**src/design/rkx_pkg.sv**
```systemverilog
`default_nettype none
package rkx_pkg;

	localparam int IV_BYTES = 128;
	localparam int PW_BYTES = 32;
	localparam int IV_AW = (IV_BYTES > 1) ? $clog2(IV_BYTES) : 1;
	localparam int PW_AW = (PW_BYTES > 1) ? $clog2(PW_BYTES) : 1;

	localparam int OPC_W = 2;
	localparam int IDX_W = 7;
	localparam int BYTE_W = 8;
	localparam int PLEN_W = 6;
	localparam int CFG_IW = 1;
	localparam int CFG_DW = 6;

	localparam logic [OPC_W-1:0] OP_DATA = 2'd0;
	localparam logic [OPC_W-1:0] OP_IV_LOAD = 2'd1;
	localparam logic [OPC_W-1:0] OP_PW_LOAD = 2'd2;

	localparam logic [CFG_IW-1:0] REG_MODE = 1'b0;
	localparam logic [CFG_IW-1:0] REG_PLEN = 1'b1;

	localparam int QDEPTH = 4;
	localparam int QAW = 2;
	localparam int OUT_DEPTH = 4;
	localparam int OUT_AW = 2;

	typedef enum logic [1:0] {
		CMD_DATA,
		CMD_IV_WR,
		CMD_PW_WR
	} cmd_kind_t;

	typedef struct packed {
		cmd_kind_t          kind;
		logic [IV_AW-1:0]   iv_addr;
		logic [PW_AW-1:0]   pw_addr;
		logic               use_iv;
		logic               use_pw;
		logic [BYTE_W-1:0]  data;
		logic               last;
	} cmd_t;

endpackage
`default_nettype wire

```
**src/design/rotating_key_xor_obfuscator.sv**
```systemverilog
// A data request passes the command queue, the stage-1 registers and the result buffer.
// Throughput: one request per cycle unless full; table loads take a slot, no result.
// The rate is set by the single-port IV and password tables, one access per cycle.
// Up to four results buffer on the output; push sees full once the command queue fills.
// Reset (arst_n low) clears config, positions and the table valid bits: tables read zero.
`default_nettype none
module rotating_key_xor_obfuscator import rkx_pkg::*; (
	input  wire logic                clk,
	input  wire logic                arst_n,
	input  wire logic                push,
	output logic                     full,
	input  wire logic [OPC_W-1:0]    opcode,
	input  wire logic [IDX_W-1:0]    table_index,
	input  wire logic [BYTE_W-1:0]   data_byte,
	input  wire logic                restart,
	input  wire logic                end_of_buffer,
	output logic                     empty,
	input  wire logic                pop,
	output logic [BYTE_W-1:0]        result_byte,
	output logic                     result_last,
	input  wire logic                cfg_write,
	input  wire logic [CFG_IW-1:0]   cfg_index,
	input  wire logic [CFG_DW-1:0]   cfg_data
);

	cmd_t  fq_cmd, qb_cmd;
	logic  fq_push, q_empty, q_pop;

	rkx_front u_front (
		.clk           (clk),
		.arst_n        (arst_n),
		.push          (push),
		.opcode        (opcode),
		.table_index   (table_index),
		.data_byte     (data_byte),
		.restart       (restart),
		.end_of_buffer (end_of_buffer),
		.cfg_write     (cfg_write),
		.cfg_index     (cfg_index),
		.cfg_data      (cfg_data),
		.q_full        (full),
		.q_push        (fq_push),
		.q_cmd         (fq_cmd)
	);

	rkx_queue u_queue (
		.clk    (clk),
		.arst_n (arst_n),
		.wr_en  (fq_push),
		.wr_cmd (fq_cmd),
		.full   (full),
		.rd_en  (q_pop),
		.rd_cmd (qb_cmd),
		.empty  (q_empty)
	);

	rkx_back u_back (
		.clk         (clk),
		.arst_n      (arst_n),
		.q_cmd       (qb_cmd),
		.q_empty     (q_empty),
		.q_pop       (q_pop),
		.empty       (empty),
		.pop         (pop),
		.result_byte (result_byte),
		.result_last (result_last)
	);

endmodule
`default_nettype wire

```
**src/design/rkx_front.sv**
```systemverilog
`default_nettype none
module rkx_front import rkx_pkg::*; (
	input  wire logic                clk,
	input  wire logic                arst_n,
	input  wire logic                push,
	input  wire logic [OPC_W-1:0]    opcode,
	input  wire logic [IDX_W-1:0]    table_index,
	input  wire logic [BYTE_W-1:0]   data_byte,
	input  wire logic                restart,
	input  wire logic                end_of_buffer,
	input  wire logic                cfg_write,
	input  wire logic [CFG_IW-1:0]   cfg_index,
	input  wire logic [CFG_DW-1:0]   cfg_data,
	input  wire logic                q_full,
	output logic                     q_push,
	output cmd_t                     q_cmd
);

	logic               mode_q;
	logic [PLEN_W-1:0]  plen_q;
	logic [IV_AW-1:0]   iv_pos_q;
	logic [PW_AW-1:0]   pw_pos_q;

	logic               accept;
	logic [PLEN_W-1:0]  plen_eff;
	logic [IV_AW-1:0]   ip_base, ip_rd;
	logic [IV_AW:0]     ip_inc;
	logic [IV_AW-1:0]   ip_nx;
	logic [PW_AW-1:0]   pp_base, pp_rd;
	logic [PLEN_W-1:0]  pp_inc;
	logic [PW_AW-1:0]   pp_nx;
	logic               data_req;

	assign accept = push && !q_full;

	always_comb begin
		plen_eff = (plen_q > PLEN_W'(PW_BYTES)) ? PLEN_W'(PW_BYTES) : plen_q;

		ip_base = restart ? '0 : iv_pos_q;
		ip_rd = ((IV_AW+1)'(ip_base) >= (IV_AW+1)'(IV_BYTES)) ? '0 : ip_base;
		ip_inc = (IV_AW+1)'(ip_rd) + (IV_AW+1)'(1);
		ip_nx = (ip_inc >= (IV_AW+1)'(IV_BYTES)) ? '0 : ip_inc[IV_AW-1:0];

		pp_base = restart ? '0 : pw_pos_q;
		pp_rd = (PLEN_W'(pp_base) >= plen_eff) ? '0 : pp_base;
		pp_inc = PLEN_W'(pp_rd) + PLEN_W'(1);
		pp_nx = (pp_inc >= plen_eff) ? '0 : pp_inc[PW_AW-1:0];
	end

	always_comb begin
		q_push = 1'b0;
		data_req = 1'b0;
		q_cmd.kind = CMD_DATA;
		q_cmd.iv_addr = ip_rd;
		q_cmd.pw_addr = pp_rd;
		q_cmd.use_iv = mode_q;
		q_cmd.use_pw = mode_q && (plen_eff != '0);
		q_cmd.data = data_byte;
		q_cmd.last = end_of_buffer;
		case (opcode)
			OP_DATA: begin
				q_push = accept;
				data_req = accept;
			end
			OP_IV_LOAD: begin
				q_cmd.kind = CMD_IV_WR;
				q_cmd.iv_addr = table_index[IV_AW-1:0];
				q_push = accept && (int'(table_index) < IV_BYTES);
			end
			OP_PW_LOAD: begin
				q_cmd.kind = CMD_PW_WR;
				q_cmd.pw_addr = table_index[PW_AW-1:0];
				q_push = accept && (int'(table_index) < PW_BYTES);
			end
			default: begin
				q_push = 1'b0;
			end
		endcase
	end

	always_ff @(posedge clk or negedge arst_n) begin
		if (!arst_n) begin
			mode_q <= 1'b0;
			plen_q <= '0;
		end else if (cfg_write) begin
			case (cfg_index)
				REG_MODE: mode_q <= cfg_data[0];
				REG_PLEN: plen_q <= cfg_data[PLEN_W-1:0];
				default: ;
			endcase
		end
	end

	// positions only move in cipher mode
	always_ff @(posedge clk or negedge arst_n) begin
		if (!arst_n) begin
			iv_pos_q <= '0;
			pw_pos_q <= '0;
		end else if (data_req && mode_q) begin
			iv_pos_q <= ip_nx;
			pw_pos_q <= (plen_eff == '0) ? '0 : pp_nx;
		end
	end

endmodule
`default_nettype wire

```
**src/design/rkx_queue.sv**
```systemverilog
`default_nettype none
module rkx_queue import rkx_pkg::*; (
	input  wire logic   clk,
	input  wire logic   arst_n,
	input  wire logic   wr_en,
	input  wire cmd_t   wr_cmd,
	output logic        full,
	input  wire logic   rd_en,
	output cmd_t        rd_cmd,
	output logic        empty
);

	cmd_t             entry_q [QDEPTH];
	logic [QAW-1:0]   wr_ptr_q, rd_ptr_q;
	logic [QAW:0]     cnt_q;
	logic             do_wr, do_rd;

	assign full = (cnt_q == (QAW+1)'(QDEPTH));
	assign empty = (cnt_q == '0);
	assign do_wr = wr_en && !full;
	assign do_rd = rd_en && !empty;
	assign rd_cmd = entry_q[rd_ptr_q];

	always_ff @(posedge clk) begin
		if (do_wr) begin
			entry_q[wr_ptr_q] <= wr_cmd;
		end
	end

	always_ff @(posedge clk or negedge arst_n) begin
		if (!arst_n) begin
			wr_ptr_q <= '0;
			rd_ptr_q <= '0;
			cnt_q <= '0;
		end else begin
			if (do_wr) wr_ptr_q <= wr_ptr_q + QAW'(1);
			if (do_rd) rd_ptr_q <= rd_ptr_q + QAW'(1);
			case ({do_wr, do_rd})
				2'b10: cnt_q <= cnt_q + (QAW+1)'(1);
				2'b01: cnt_q <= cnt_q - (QAW+1)'(1);
				default: ;
			endcase
		end
	end

endmodule
`default_nettype wire

```
**src/design/rkx_back.sv**
```systemverilog
`default_nettype none
module rkx_back import rkx_pkg::*; (
	input  wire logic                clk,
	input  wire logic                arst_n,
	input  wire cmd_t                q_cmd,
	input  wire logic                q_empty,
	output logic                     q_pop,
	output logic                     empty,
	input  wire logic                pop,
	output logic [BYTE_W-1:0]        result_byte,
	output logic                     result_last
);

	logic [BYTE_W-1:0]  iv_mem [IV_BYTES];
	logic [BYTE_W-1:0]  pw_mem [PW_BYTES];
	logic [IV_BYTES-1:0] iv_vld_q;
	logic [PW_BYTES-1:0] pw_vld_q;

	logic               s1_v_q;
	logic [BYTE_W-1:0]  iv_rd_s1, pw_rd_s1, data_s1;
	logic               iv_hit_s1, pw_hit_s1, use_iv_s1, use_pw_s1, last_s1;
	logic [BYTE_W-1:0]  xor_s1;

	logic [BYTE_W-1:0]  ob_byte_q [OUT_DEPTH];
	logic               ob_last_q [OUT_DEPTH];
	logic [OUT_AW-1:0]  ob_wr_q, ob_rd_q;
	logic [OUT_AW:0]    ob_cnt_q;
	logic               ob_pop;
	logic               rd_data;

	// credit: room for the stage-1 item plus the one popped now
	assign q_pop = !q_empty &&
		((OUT_AW+1)'(ob_cnt_q) + (OUT_AW+1)'(s1_v_q) < (OUT_AW+1)'(OUT_DEPTH));
	assign rd_data = q_pop && (q_cmd.kind == CMD_DATA);

	always_ff @(posedge clk) begin
		if (q_pop && q_cmd.kind == CMD_IV_WR) begin
			iv_mem[q_cmd.iv_addr] <= q_cmd.data;
		end
		if (rd_data) begin
			iv_rd_s1 <= iv_mem[q_cmd.iv_addr];
		end
	end

	always_ff @(posedge clk) begin
		if (q_pop && q_cmd.kind == CMD_PW_WR) begin
			pw_mem[q_cmd.pw_addr] <= q_cmd.data;
		end
		if (rd_data) begin
			pw_rd_s1 <= pw_mem[q_cmd.pw_addr];
		end
	end

	// unwritten entries read as zero
	always_ff @(posedge clk or negedge arst_n) begin
		if (!arst_n) begin
			iv_vld_q <= '0;
			pw_vld_q <= '0;
		end else if (q_pop) begin
			if (q_cmd.kind == CMD_IV_WR) iv_vld_q[q_cmd.iv_addr] <= 1'b1;
			if (q_cmd.kind == CMD_PW_WR) pw_vld_q[q_cmd.pw_addr] <= 1'b1;
		end
	end

	always_ff @(posedge clk) begin
		if (rd_data) begin
			data_s1 <= q_cmd.data;
			last_s1 <= q_cmd.last;
			use_iv_s1 <= q_cmd.use_iv;
			use_pw_s1 <= q_cmd.use_pw;
			iv_hit_s1 <= iv_vld_q[q_cmd.iv_addr];
			pw_hit_s1 <= pw_vld_q[q_cmd.pw_addr];
		end
	end

	always_ff @(posedge clk or negedge arst_n) begin
		if (!arst_n) begin
			s1_v_q <= 1'b0;
		end else begin
			s1_v_q <= rd_data;
		end
	end

	assign xor_s1 = data_s1
		^ ((use_iv_s1 && iv_hit_s1) ? iv_rd_s1 : '0)
		^ ((use_pw_s1 && pw_hit_s1) ? pw_rd_s1 : '0);

	assign empty = (ob_cnt_q == '0);
	assign ob_pop = pop && !empty;
	assign result_byte = ob_byte_q[ob_rd_q];
	assign result_last = ob_last_q[ob_rd_q];

	always_ff @(posedge clk) begin
		if (s1_v_q) begin
			ob_byte_q[ob_wr_q] <= xor_s1;
			ob_last_q[ob_wr_q] <= last_s1;
		end
	end

	always_ff @(posedge clk or negedge arst_n) begin
		if (!arst_n) begin
			ob_wr_q <= '0;
			ob_rd_q <= '0;
			ob_cnt_q <= '0;
		end else begin
			if (s1_v_q) ob_wr_q <= ob_wr_q + OUT_AW'(1);
			if (ob_pop) ob_rd_q <= ob_rd_q + OUT_AW'(1);
			case ({s1_v_q, ob_pop})
				2'b10: ob_cnt_q <= ob_cnt_q + (OUT_AW+1)'(1);
				2'b01: ob_cnt_q <= ob_cnt_q - (OUT_AW+1)'(1);
				default: ;
			endcase
		end
	end

	a_ob_bound: assert property (@(posedge clk) disable iff (!arst_n)
		ob_cnt_q <= (OUT_AW+1)'(OUT_DEPTH))
		else $error("result buffer count out of range");

	a_s1_room: assert property (@(posedge clk) disable iff (!arst_n)
		s1_v_q |-> ob_cnt_q < (OUT_AW+1)'(OUT_DEPTH))
		else $error("stage-1 result has no buffer slot");

	a_data_flow: assert property (@(posedge clk) disable iff (!arst_n)
		rd_data |=> s1_v_q)
		else $error("data request lost after table read");

	a_no_pop_empty: assert property (@(posedge clk) disable iff (!arst_n)
		q_pop |-> !q_empty)
		else $error("pop from empty command queue");

endmodule
`default_nettype wire

```
**config.mk**
```make
export PLATFORM = sky130hd
export DESIGN_NAME = rotating_key_xor_obfuscator
export DESIGN_NICKNAME = d
export VERILOG_FILES = /design/src/design/rkx_pkg.sv /design/src/design/rotating_key_xor_obfuscator.sv /design/src/design/rkx_front.sv /design/src/design/rkx_queue.sv /design/src/design/rkx_back.sv
export SDC_FILE = /design/constraint.sdc
export NUM_CORES = 2
export LEC_CHECK = 0
export BUFFER_PORTS_ARGS = -buffer_cell sky130_fd_sc_hd__buf_4
export CAP_MARGIN = 15
export CORE_MARGIN = 2
export CORE_UTILIZATION = 35
export DETAILED_ROUTE_END_ITERATION = 8
export PLACE_DENSITY = 0.45
export SLEW_MARGIN = 5
export SYNTH_ARGS = -nofsm -noshare
export SYNTH_HDL_FRONTEND = slang
export SYNTH_SLANG_ARGS = --single-unit
```
**constraint.sdc**
```tcl
create_clock -name clk -period 11.4 [get_ports clk]
set_input_delay 2.28 -clock clk [delete_from_list [all_inputs] [get_ports clk]]
set_output_delay 2.28 -clock clk [all_outputs]
set_load 0.05 [all_outputs]
```
# Yosys cells after proc, flatten, opt, wreduce, memory -nomap -nowiden
# Memory sizes are Yosys's and may differ from the RTL's. A register that Yosys moved wholly into a read port is not among the register bits.
# Cells that the tools add are included.
# Widths: inputs -> output; s select.
# word_totals
regBits	207
output_inout_bits	11
elab_cells	122
mem_bits_ro	0
n_memories	5
inputBits	31
mem_bits_rw	1416
latch_bits	0
# memory_table
name	words	word_bits	read_ports	rd_ports_with_merged_regs	write_ports	line	rtl
u_back.iv_mem	128	8	1	1	1	rkx_back.sv:14	logic [BYTE_W-1:0] iv_mem [IV_BYTES];
u_back.pw_mem	32	8	1	1	1	rkx_back.sv:15	logic [BYTE_W-1:0] pw_mem [PW_BYTES];
u_queue.entry_q	4	25	1	0	1	rkx_queue.sv:13	cmd_t entry_q [QDEPTH];
u_back.ob_byte_q	4	8	1	0	1	rkx_back.sv:24	logic [BYTE_W-1:0] ob_byte_q [OUT_DEPTH];
u_back.ob_last_q	4	1	1	0	1	rkx_back.sv:25	logic ob_last_q [OUT_DEPTH];
# op_classes
mux	32
n_addsub	11
eq_ne	9
shifts	0
bitwise_logic	5
n_div	0
n_mul	0
reduce_logical	31
magnitude_cmp	10
# op_table
cell	count
$or 128x128->128	1
$or 32x32->32	1
$mux 5	5
$mux 7	3
$mux 8	2
$xor 8x8->8	2
$logic_and 1x1->1	15
$mux 1	13
$pmux 3 s2	2
$add 2x1->2 const B	4
$add 7x1->8 const B	1
$eq 2x1->1 const B	4
$eq 2x2->1 const B	4
$ge 8x8->1 const B	1
$lt 7x8->1 const B	1
$reduce_and 2->1	4
$bmux 1 s7	1
$demux 1 s7	1
$ge 7x1->1 const B	1
$lt 7x6->1 const B	1
$add 3x1->3 const B	2
$add 5x1->6 const B	1
$ge 5x6->1	1
$ge 6x6->1	1
other kinds (20)	26

# Logic depth before layout (Yosys ltp)
# depth
ltp_word	8
depth_mapped	19
depth_no_buf	19

# By module
# From an unflattened synthesis, not the netlist that was laid out.
# unflattened
cells_unflattened	3875
hier_area_um2	64571.9
# modules_own_cells
mod	cells_per_inst	seq_area_each_um2	area_each_um2	n_inst
rkx_back	3529	44592.8	58967.8	1
rkx_queue	168	3178.0	4080.2	1
rkx_front	178	475.5	1524.0	1

# Least setup slack after synthesis
# OpenSTA, ideal clock, no wires.
# synth_timing
path_kind	in2reg
startpoint	input restart
endpoint	register u_front.pw_pos_q[0]
path_stages	19
t_arrival_ns	5.604
path_slack_ns	5.729
required_ns	11.332
path_buffers	0
setup_ns	0.068
path_cell_list	inv_1 nand2_1 ha_1 nand2b_1 a21o_1 a21o_1 a21o_1 a21oi_1 o21ai_0 inv_1 ha_1 ha_1 a21o_1 a21oi_1 nor2b_1 o21ai_0 nand2b_1 a2111oi_2 a22o_1
# synth_between
elab_chain_cells	7
# synth_rtl
element	line	rtl
start: declaration	rotating_key_xor_obfuscator.sv:15	input wire logic restart,
$mux 5 *	rkx_front.sv:44	pp_base = restart ? '0 : pw_pos_q;
$ge 5x6->1	rkx_front.sv:45	pp_rd = (PLEN_W'(pp_base) >= plen_eff) ? '0 : pp_base;
$mux 5 *	rkx_front.sv:45	
$add 5x1->6 *	rkx_front.sv:46	pp_inc = PLEN_W'(pp_rd) + PLEN_W'(1);
$ge 6x6->1	rkx_front.sv:47	pp_nx = (pp_inc >= plen_eff) ? '0 : pp_inc[PW_AW-1:0];
$mux 5 *	rkx_front.sv:47	
$mux 5 *	rkx_front.sv:101	pw_pos_q <= (plen_eff == '0) ? '0 : pp_nx;
end signal: assignment	rkx_front.sv:101	
end: declaration	rkx_front.sv:22	logic [PW_AW-1:0] pw_pos_q;
# Every way passes the cells marked *; elsewhere a longest branch is shown, timed or not.
# A chain may end at the register's enable or synchronous reset.

# Worst setup path after layout
# layout_timing
startpoint	input restart
endpoint	register u_front.pw_pos_q[1]
# The elaborated chain is that of the path after synthesis.

==> summary.txt <==
Final layout
  • Filler Cell Count: 16570
  • N_diodes: 0
  • Layout cells sized above 1: 21.93%
  • Register area: 48250 um2
  • Area of the multi-input gates: roughly 15000 um2
  • Most common cell after layout, fill and taps aside: edfxtp_1
  • Most frequent cells in the layout: edfxtp_1 (1445), nand2_1 (461), mux4_2 (269)
  • Area Growth Syn to Fin: 13.38%
  • Non-Filler Instances: 6312
  • # nets final: 3830

Setup path
  • WS Path Type: primary input to flop
  • CP arrival: 6.35 ns
  • R2R setup slack: 6.45 ns
  • Setup crit end kind: flop
  • Required @ worst endpoint: 12.14 ns
  • Setup crit start kind: primary input
  • FF-to-FF End: u_back.iv_rd_s1[5]
  • R2R cell count: 8
  • Critical-path top delay cell: a2111oi_2
  • Crit-path cells: buf_4 -> inv_1 -> nand2_1 -> ha_1 -> nand2b_1 -> a21o_1 -> a21o_1 -> a21o_1 -> a21oi_1 -> o21ai_0 -> inv_1 -> ha_1 -> ha_1 -> a21o_1 -> a21oi_1 -> nor2b_1 -> o21ai_0 -> nand2b_1 -> a2111oi_2 -> a22o_1
  • CP Max Fanout: 14
  • Reg-to-Reg Start: u_queue.rd_ptr_q[0]
  • Worst path most repeated cell: a21o_1
  • Critical path's largest stage delay: 0.57 ns

Placement
  • Post-Place Worst Slack: 4.976 ns
  • Number of port buffers: 41
  • GPL Wtd Cong: approximately 0.77
  • Dpl hpwl: 98700 um
  • Cell total after placement: 5976

Power and ir drop
  • Lkg Pwr: 24.54 nW
  • Peak VDD IR: 0.2273 mV
  • PD cells: 278.3 nW/um2
  • Design Power: 20.26 mW

Worst hold path
  • Hold Path Sink: u_back.iv_vld_q[1]
  • Hold path depth: 1
  • Hold Startpoint: u_back.iv_vld_q[1]
  • Hold WC Path Type: flop to flop

Floorplanning
  • Die width: 432.4 um
  • Row count: between 150 and 200
  • Starting density of the core: 35.16%
  • Core Box Area: between 150000 and 200000 um2
  • Die Y-Extent: 432.4 um
  • Die area: between 150000 and 200000 um2
  • # IOs: 42

Routing
  • TritonRoute pass-1 iters: 7
  • Initial DRC count: 2681
  • Routed WL per cell: 26.88 um
  • Routed WL: roughly 170000 um
  • Residual DRC: 0
  • Vias per cell: 5.210
  • Total number of vias: 32890
  • Post-route antenna net violation count: 0

Yosys
  • Post-synth EDFFs: 1445
  • Seq cells post-synth: 1639
  • Syn Nets: 3741
  • Yosys warns: 0
  • Distinct cell type count after synthesis: 54
  • Mapped cell area: 64230 um2
  • Async S/R FF share, synth: 11.84%
  • Syn avg cell area: 17.43 um2
  • Main synth FF type: edfxtp_1
  • Synth Instances: 3685
  • Seq/Total Area, Yosys: between 70% and 80%

Clock network
  • CTS Hold Bufs: 0
  • Clock Latency Late Sink: approximately 0.81 ns
  • CTS Buf Count: ~180
  • CTS tree: yes
  • Postcts setup bufs: 0
  • CTS resizes: 0
  • H-tree depth: 4
  • Clock-pin slew on the worst setup and hold paths: 0.06 ns
  • Clock Tree Root: clkbuf_16
  • Clk sink count: 1639
  • Clk buf depth: 3

STA
  • Hold Fails Final Rpt: 0
  • Setup-failing EPs final: 0
  • Slew HR: 24.68%
  • Final Slew Violations: 0
  • Fin crit period: roughly 5.6 ns
  • Tcrit/Tclk final: 49.20%
  • Least-Margin Pin Slew: 1.130 ns
  • PnR worst setup slack: 5.791 ns
  • Setup TNS: 0 ns
  • RSZ-0062 raised after global routing: no
  • Final setup skew: ~0.035 ns
  • Max Fclk: 0.1783 GHz

GRT
  • Initial antenna violation count: 2
  • Largest net degree at the start of global routing: 116
  • Global-route usage over all layers: between 10% and 20%
  • Vias in the first global route: about 34000
  • Global-route wire length before repair: 248300 um
  • Gr ovfl total: 0

Status
  • Status: complete, no violations

Flow run
  • Max_cap viols: 0
==> cells by family after synthesis <==
kind of cell    after synthesis  synth area share (%)
compound gates              249                 2.891
mux                         355                 11.08
flops                      1639                 75.12
xor+xnor                     33                0.4500
fa+ha+maj                    25                0.5104
buf+inv                     215                 1.627
simple gates               1169                 8.324
==> metrics by stage <==
step	cell area [um2]	hold slack [ns]	utilization, %
5_1_grt	72820	0.4678	39.86
2_1_floorplan	64230	0.4334	-
4_1_cts	72790	0.4604	39.84
6_report	72820	0.4578	39.86
3_5_place_dp	67200	0.4465	36.79
3_3_place_gp	67200	0.4440	36.79
==> cell usage after synthesis (all sizes together) (2+ instances only) <==
master / instances / area (um2)
a211oi: 34 / 255.2
a21o: 4 / 30.03
a21oi: 10 / 50.05
a221oi: 2 / 30.03
a22o: 42 / 367.9
a22oi: 42 / 315.3
a31oi: 37 / 231.5
a32oi: 34 / 297.8
and2: 16 / 100.1
buf: 118 / 680.7
clkbuf: 73 / 274.0
dfrtp: 194 / 4855
edfxtp: 1445 / 43390
fa: 2 / 40.04
ha: 23 / 287.8
inv: 24 / 90.09
mux2: 45 / 506.7
mux2i: 30 / 304.0
mux4: 280 / 6306
nand2: 461 / 1730
nand2b: 8 / 50.05
nand3: 212 / 1061
nand3b: 2 / 15.01
nand4: 38 / 237.7
nor2: 220 / 825.8
nor2b: 16 / 100.1
nor3: 11 / 65.06
nor4: 10 / 62.56
o2111ai: 2 / 17.52
o21ai: 24 / 123.9
o221ai: 2 / 17.52
o22ai: 10 / 62.56
or2: 167 / 1045
or3: 4 / 25.02
or4: 2 / 15.01
xnor2: 23 / 201.4
xor2: 10 / 87.58
==> metal layers <==
layer | vias to the layer above | GRT usage [%] | part of all wire (%)
li1 | 14520 | - | -
met1 | 17460 | 25.56 | 45
met2 | 704 | 29.91 | 49
met3 | 205 | 2.741 | 4.3
met4 | 0 | 4.368 | 2.0
met5 | - | 0 | 0
==> cell type report <==
cell class	count	share of cell area, %
sequential	1639	66.26
clock inverter	78	0.8179
timing repair buffer	100	1.172
inverter	24	0.1237
clock buffer	255	6.852
tap	2385	4.098
multi-input combinational	1831	20.68
==> power breakdown <==
| part | leakage, nW | internal, mW | switching [mW] |
|---|---|---|---|
| combinational | 6.16 | 2.12 | 4.49 |
| sequential | 15.6 | 7.91 | 0.205 |
| clock | 2.75 | 3.16 | 2.38 |
| total | 24.5 | 13.2 | 7.07 |
==> worst max path at each step <==
stage	from	end	slack, ns
floorplan	restart	u_front.pw_pos_q[0]	5.73
global placement	restart	u_front.pw_pos_q[1]	4.92
detailed placement	restart	u_front.pw_pos_q[3]	4.98
CTS	restart	u_front.pw_pos_q[1]	5.84
global route	restart	u_front.pw_pos_q[1]	5.37
finish	restart	u_front.pw_pos_q[1]	5.79
==> worst max-delay path: cells and delay by family <==
| family | cells | cell delay, ns |
|---|---|---|
| adder cells (fa/ha/maj) | 3 | 0.83 |
| AND/OR/NAND/NOR | 4 | 0.41 |
| buffers and inverters | 3 | 0.53 |
| AO/OA/AOI/OAI | 10 | 2.30 |
==> registers in the layout, indices dropped and copies added, names as in the netlist, 3 cells and up <==
name / flops
u_front.iv_pos_q: 7
u_back.pw_rd_s1: 8
u_back.data_s1: 8
u_back.ob_byte_q: 32
u_back.iv_rd_s1: 8
u_queue.entry_q: 100
u_queue.cnt_q: 3
u_back.iv_mem: 1024
u_front.plen_q: 6
u_back.ob_last_q: 4
u_back.pw_vld_q: 32
u_back.ob_cnt_q: 3
u_back.iv_vld_q: 128
u_front.pw_pos_q: 5
u_back.pw_mem: 256
Note: power is estimated with default switching activity, not from simulation.
